`src/hw/rtl/mtsl_pkg.sv`:
```
// Shared constants, codes and controller/datapath interface types for the median block.
package mtsl_pkg;

  localparam int unsigned DepthA = 256;
  localparam int unsigned DepthB = 256;
  localparam int unsigned AddrAW = $clog2(DepthA);
  localparam int unsigned AddrBW = $clog2(DepthB);
  localparam int unsigned CntAW  = $clog2(DepthA + 1);
  localparam int unsigned CntBW  = $clog2(DepthB + 1);
  localparam int unsigned IdxW   = $clog2(DepthA + DepthB + 1) + 1;
  localparam int unsigned ValW   = 32;
  localparam int unsigned ResW   = ValW + 1;

  localparam logic [1:0] FuncAppendA = 2'd0;
  localparam logic [1:0] FuncAppendB = 2'd1;
  localparam logic [1:0] FuncMedian  = 2'd2;

  typedef struct packed {
    logic load_a;
    logic load_b;
    logic capture;
    logic init;
    logic issue;
    logic step;
    logic keep_first;
    logic finish;
    logic finish_empty;
  } cmd_t;

  typedef struct packed {
    logic empty;
    logic term;
    logic need_second;
  } sts_t;

endpackage

```
`src/hw/rtl/mtsl_ctrl.sv`:
```
// Controller state machine: decodes transactions and sequences the selection passes.
module mtsl_ctrl (
  input  logic              clk_i,
  input  logic              rst_ni,
  input  logic              start,
  input  logic [1:0]        func_i,
  input  mtsl_pkg::sts_t    sts_i,
  output mtsl_pkg::cmd_t    cmd_o,
  output logic              busy
);

  localparam logic [1:0] StIdle  = 2'd0;
  localparam logic [1:0] StInit  = 2'd1;
  localparam logic [1:0] StIssue = 2'd2;
  localparam logic [1:0] StEval  = 2'd3;

  logic [1:0] state_q, state_d;

  always_comb begin
    cmd_o   = '0;
    state_d = state_q;
    case (state_q)
      StIdle: begin
        if (start) begin
          case (func_i)
            mtsl_pkg::FuncAppendA: cmd_o.load_a = 1'b1;
            mtsl_pkg::FuncAppendB: cmd_o.load_b = 1'b1;
            mtsl_pkg::FuncMedian: begin
              cmd_o.capture = 1'b1;
              state_d       = StInit;
            end
            default: ;
          endcase
        end
      end
      StInit: begin
        if (sts_i.empty) begin
          cmd_o.finish_empty = 1'b1;
          state_d            = StIdle;
        end else begin
          cmd_o.init = 1'b1;
          state_d    = StIssue;
        end
      end
      StIssue: begin
        cmd_o.issue = 1'b1;
        state_d     = StEval;
      end
      StEval: begin
        if (!sts_i.term) begin
          cmd_o.step = 1'b1;
          state_d    = StIssue;
        end else if (sts_i.need_second) begin
          cmd_o.keep_first = 1'b1;
          state_d          = StInit;
        end else begin
          cmd_o.finish = 1'b1;
          state_d      = StIdle;
        end
      end
      default: state_d = StIdle;
    endcase
  end

  always_ff @(posedge clk_i or negedge rst_ni) begin
    if (!rst_ni) begin
      state_q <= StIdle;
    end else begin
      state_q <= state_d;
    end
  end

  assign busy = (state_q != StIdle);

endmodule

```
`config.mk`:
```
export PLATFORM = sky130hd
export DESIGN_NAME = mtsl_ctrl
export DESIGN_NICKNAME = d
export VERILOG_FILES = /design/src/hw/rtl/mtsl_pkg.sv /design/src/hw/rtl/mtsl_ctrl.sv
export SDC_FILE = /design/constraint.sdc
export NUM_CORES = 1
export LEC_CHECK = 0
export ABC_AREA = 1
export BUFFER_PORTS_ARGS = -buffer_cell sky130_fd_sc_hd__buf_2
export CAP_MARGIN = 10
export CORE_AREA = 2 2 39 41
export DETAILED_ROUTE_END_ITERATION = 10
export DIE_AREA = 0 0 41 43
export MAX_ROUTING_LAYER = met4
export REMOVE_ABC_BUFFERS = 1
export SLEW_MARGIN = 20
export SYNTH_ARGS = -nofsm -noshare
export SYNTH_HDL_FRONTEND = slang
export SYNTH_SLANG_ARGS = --single-unit
```
`constraint.sdc`:
```
create_clock -name clk_i -period 0.9 [get_ports clk_i]
set_input_delay 0.135 -clock clk_i [delete_from_list [all_inputs] [get_ports clk_i]]
set_output_delay 0.135 -clock clk_i [all_outputs]
set_load 0.02 [all_outputs]
```
==> impl_metrics.xml <==
<?xml version="1.0" encoding="UTF-8"?>
<metrics>
  <group name="status">
    <metric name="outcome" unit="">finished, violations left</metric>
    <metric name="violations_in_the_final_reports" unit="">negative setup slack</metric>
  </group>
  <group name="drt">
    <metric name="drt-vias-per-instance" unit="">3.79</metric>
    <metric name="drt-pass1-iter-count" unit="">4</metric>
    <metric name="dr_total_vias" unit="">273</metric>
    <metric name="drt-total-wl" unit="µm">670</metric>
    <metric name="dr.first_iter.drc_count" unit="">3</metric>
    <metric name="antenna_left" unit="">0</metric>
    <metric name="routed_length_per_instance" unit="µm">9.31</metric>
    <metric name="number_of_design_rule_violations_left_after_detail_routing" unit="">0</metric>
  </group>
  <group name="die">
    <metric name="row_count" unit="">14</metric>
    <metric name="start_util" unit="%">12.4</metric>
    <metric name="core_area" unit="µm²">1380</metric>
    <metric name="floorplan.io_pins" unit="">18</metric>
    <metric name="die-width" unit="µm">41</metric>
    <metric name="chip_height" unit="µm">43</metric>
    <metric name="design.die.area" unit="µm²">1760</metric>
  </group>
  <group name="logic_synthesis">
    <metric name="syn_inst" unit="">29</metric>
    <metric name="synth-adder-area-share" unit="%">0</metric>
    <metric name="synth_mux_area_share" unit="%">0</metric>
    <metric name="summed_instance_area_of_the_synthesized_netlist" unit="µm²">171</metric>
    <metric name="synth_xor_area_share" unit="%">0</metric>
    <metric name="ys_seq_elements" unit="">2</metric>
    <metric name="synth-simple-area-share" unit="%">45.3</metric>
    <metric name="synth_seq_area_share" unit="%">29.2</metric>
    <metric name="mean_instance_size_in_the_synthesized_netlist" unit="µm²">5.91</metric>
    <metric name="main_combinational_cell_family_by_area_after_synthesis" unit="">simple AND/OR/NAND/NOR gates</metric>
    <metric name="yosysWarningCount" unit="">0</metric>
    <metric name="synth_compound_area_share" unit="%">10.2</metric>
    <metric name="synth_cell_types" unit="">11</metric>
  </group>
  <group name="min_path">
    <metric name="timing.hold.worst.class" unit="">in -&gt; reg</metric>
  </group>
  <group name="sta">
    <metric name="final.hold.worst_slack" unit="ns">0.124</metric>
    <metric name="finalSetupViolCount" unit="">12</metric>
    <metric name="timing.setup.tns" unit="ns">-3.38</metric>
    <metric name="post-route-worst-setup-slack" unit="ns">-0.391</metric>
    <metric name="timing_hold_violations_final" unit="">0</metric>
    <metric name="finalWorstPathRequiredPeriod" unit="ns">1.29</metric>
    <metric name="maxClockFrequency" unit="MHz">774</metric>
    <metric name="rsz0062_at_grt" unit="">yes</metric>
    <metric name="worst_pin_slew" unit="ns">0.187</metric>
    <metric name="finClkSkew" unit="ns">0.00223</metric>
    <metric name="drv_slew" unit="">0</metric>
    <metric name="final_min_period_over_clock_period" unit="%">143</metric>
    <metric name="max_slew_margin" unit="%">87.5</metric>
  </group>
  <group name="cts">
    <metric name="cts.root.buffer_cell" unit="">sky130_fd_sc_hd__clkbuf_4</metric>
    <metric name="cts_tree" unit="">done</metric>
    <metric name="clockBufferDepth" unit="">2</metric>
    <metric name="htreeDepth" unit="">1</metric>
    <metric name="numCtsBuffers" unit="">3</metric>
    <metric name="clk_pin_slew_worst_paths" unit="ns">0.03</metric>
    <metric name="clock_insertion_delay_worst_skew" unit="ns">0.22</metric>
    <metric name="clock-sinks" unit="">2</metric>
  </group>
  <group name="cells_and_area">
    <metric name="nets" unit="">66</metric>
    <metric name="area.growth.synth_to_final" unit="%">139</metric>
    <metric name="final_area" unit="µm²">410</metric>
    <metric name="fillCellCount" unit="">162</metric>
    <metric name="layout_top_registers" unit="">state_q x2</metric>
    <metric name="max_flop_register" unit="">state_q</metric>
    <metric name="final_cell_count_no_fill" unit="">72</metric>
    <metric name="largest_register_ffs" unit="">2</metric>
    <metric name="antennaDiodeCount" unit="">0</metric>
    <metric name="finish.utilization" unit="%">29.7</metric>
    <metric name="post_route_cells_drive_above_1_share" unit="%">60.7</metric>
    <metric name="final_cell_mix" unit="">sky130_fd_sc_hd__buf_2, sky130_fd_sc_hd__buf_4, sky130_fd_sc_hd__nor2_1, sky130_fd_sc_hd__buf_6</metric>
  </group>
  <group name="placement">
    <metric name="placed_cells" unit="">64</metric>
    <metric name="placed_area" unit="µm²">292</metric>
    <metric name="gp_congestion" unit="">0.615</metric>
    <metric name="placement.setup.worst_slack" unit="ns">-0.160</metric>
    <metric name="post_dp_hpwl" unit="µm">429</metric>
    <metric name="numPortBuffers" unit="">17</metric>
  </group>
  <group name="grt">
    <metric name="grt_usage" unit="%">8.94</metric>
    <metric name="first_global_vias" unit="">260</metric>
    <metric name="grt_max_degree" unit="">5</metric>
    <metric name="global_route_wire_length_before_repair" unit="µm">945</metric>
    <metric name="grt_antenna_before_repair" unit="">0</metric>
    <metric name="global_route.overflow_total" unit="">0</metric>
  </group>
  <group name="pwr">
    <metric name="static-leakage-power" unit="nW">0.230</metric>
    <metric name="power_density" unit="nW/µm²">3300</metric>
    <metric name="ir_worst_vdd" unit="mV">0.700</metric>
    <metric name="total_power" unit="mW">1.36</metric>
  </group>
  <group name="worst_setup_path">
    <metric name="startpoint_type" unit="">flip-flop</metric>
    <metric name="worstPathMaxFanout" unit="">4</metric>
    <metric name="arrival" unit="ns">1.16</metric>
    <metric name="crit_type" unit="">reg -&gt; out</metric>
    <metric name="worst_setup_path_end_kind" unit="">output port</metric>
    <metric name="worstPathRequired" unit="ns">0.76</metric>
  </group>
  <group name="flow_run">
    <metric name="drv.max_cap_violation_count" unit="">0</metric>
  </group>
</metrics>
-- cells in the mapped netlist (all sizes together) --
| library cell | n | area share (%) |
|---|---|---|
| nor2 | 9 | 21 |
| o21bai | 1 | 4.4 |
| inv | 7 | 15 |
| nand3 | 1 | 2.9 |
| nand2 | 5 | 11 |
| nand3b | 1 | 4.4 |
| nor3 | 1 | 5.8 |
| dfrtp | 2 | 29 |
| o21ai | 2 | 5.8 |
-- layout make-up --
| class | instances | area, µm² | area share [%] |
|---|---|---|---|
| multi-input cells | 20 | 113 | 27.4 |
| clock buffers | 3 | 22.5 | 5.49 |
| repair buffers | 24 | 179 | 43.6 |
| flip-flops and latches | 2 | 50.0 | 12.2 |
| inverters | 7 | 26.3 | 6.40 |
| well taps | 16 | 20.0 | 4.88 |
-- kinds of logic after synthesis --
group                  Yosys count
flip-flops                       2
AO/OA/AOI/OAI                    3
AND/OR/NAND/NOR                 17
buffers and inverters            7
-- report_power, final --
group	switching, mW	internal, mW	leakage, nW
clock	0.0482	0.147	0.0138
combinational	0.472	0.485	0.192
sequential	0.0648	0.137	0.0241
total	0.586	0.769	0.230
-- per-layer routing --
layer / track usage [%] / part of all wire (%) / vias to the layer above
li1: - / - / 141
met3: 3.14 / 10 / 0
met2: 15.3 / 60 / 15
met5: - / 0 / -
met1: 6.41 / 30 / 117
met4: 8.00 / 0 / 0
-- final timing paths --
check / from / slack [ns] / cells after the start / endpoint
worst min-delay path: sts_i[2] / 0.12 / 2 / state_q[1]
min in group asynchronous: rst_ni / 0.23 / 2 / state_q[1]
worst min register to register: state_q[1] / 0.63 / 2 / state_q[1]
max in group asynchronous: rst_ni / 0.57 / 2 / state_q[0]
worst max register to register: state_q[0] / -0.15 / 6 / state_q[0]
worst max-delay path: state_q[1] / -0.39 / 5 / cmd_o[6]
-- what timing repair did --
| action | 4_1_cts | 5_1_grt |
|---|---|---|
| pin swaps | 4 | 2 |
| hold endpoints to repair | 2 | 0 |
| setup buffers | 4 | 1 |
| gates cloned | 0 | 0 |
| hold buffers | 1 | 0 |
| setup endpoints to repair | 11 | 12 |
| gates resized for setup | 16 | 4 |
-- worst max-delay path, stage by stage (launching register included) --
cell	delay (ns)
sky130_fd_sc_hd__dfrtp_1	0.42
sky130_fd_sc_hd__nor2_4	0.11
sky130_fd_sc_hd__buf_4	0.12
sky130_fd_sc_hd__inv_2	0.04
sky130_fd_sc_hd__nor2_2	0.12
sky130_fd_sc_hd__buf_6	0.13
(Power assumes the default switching activity.)
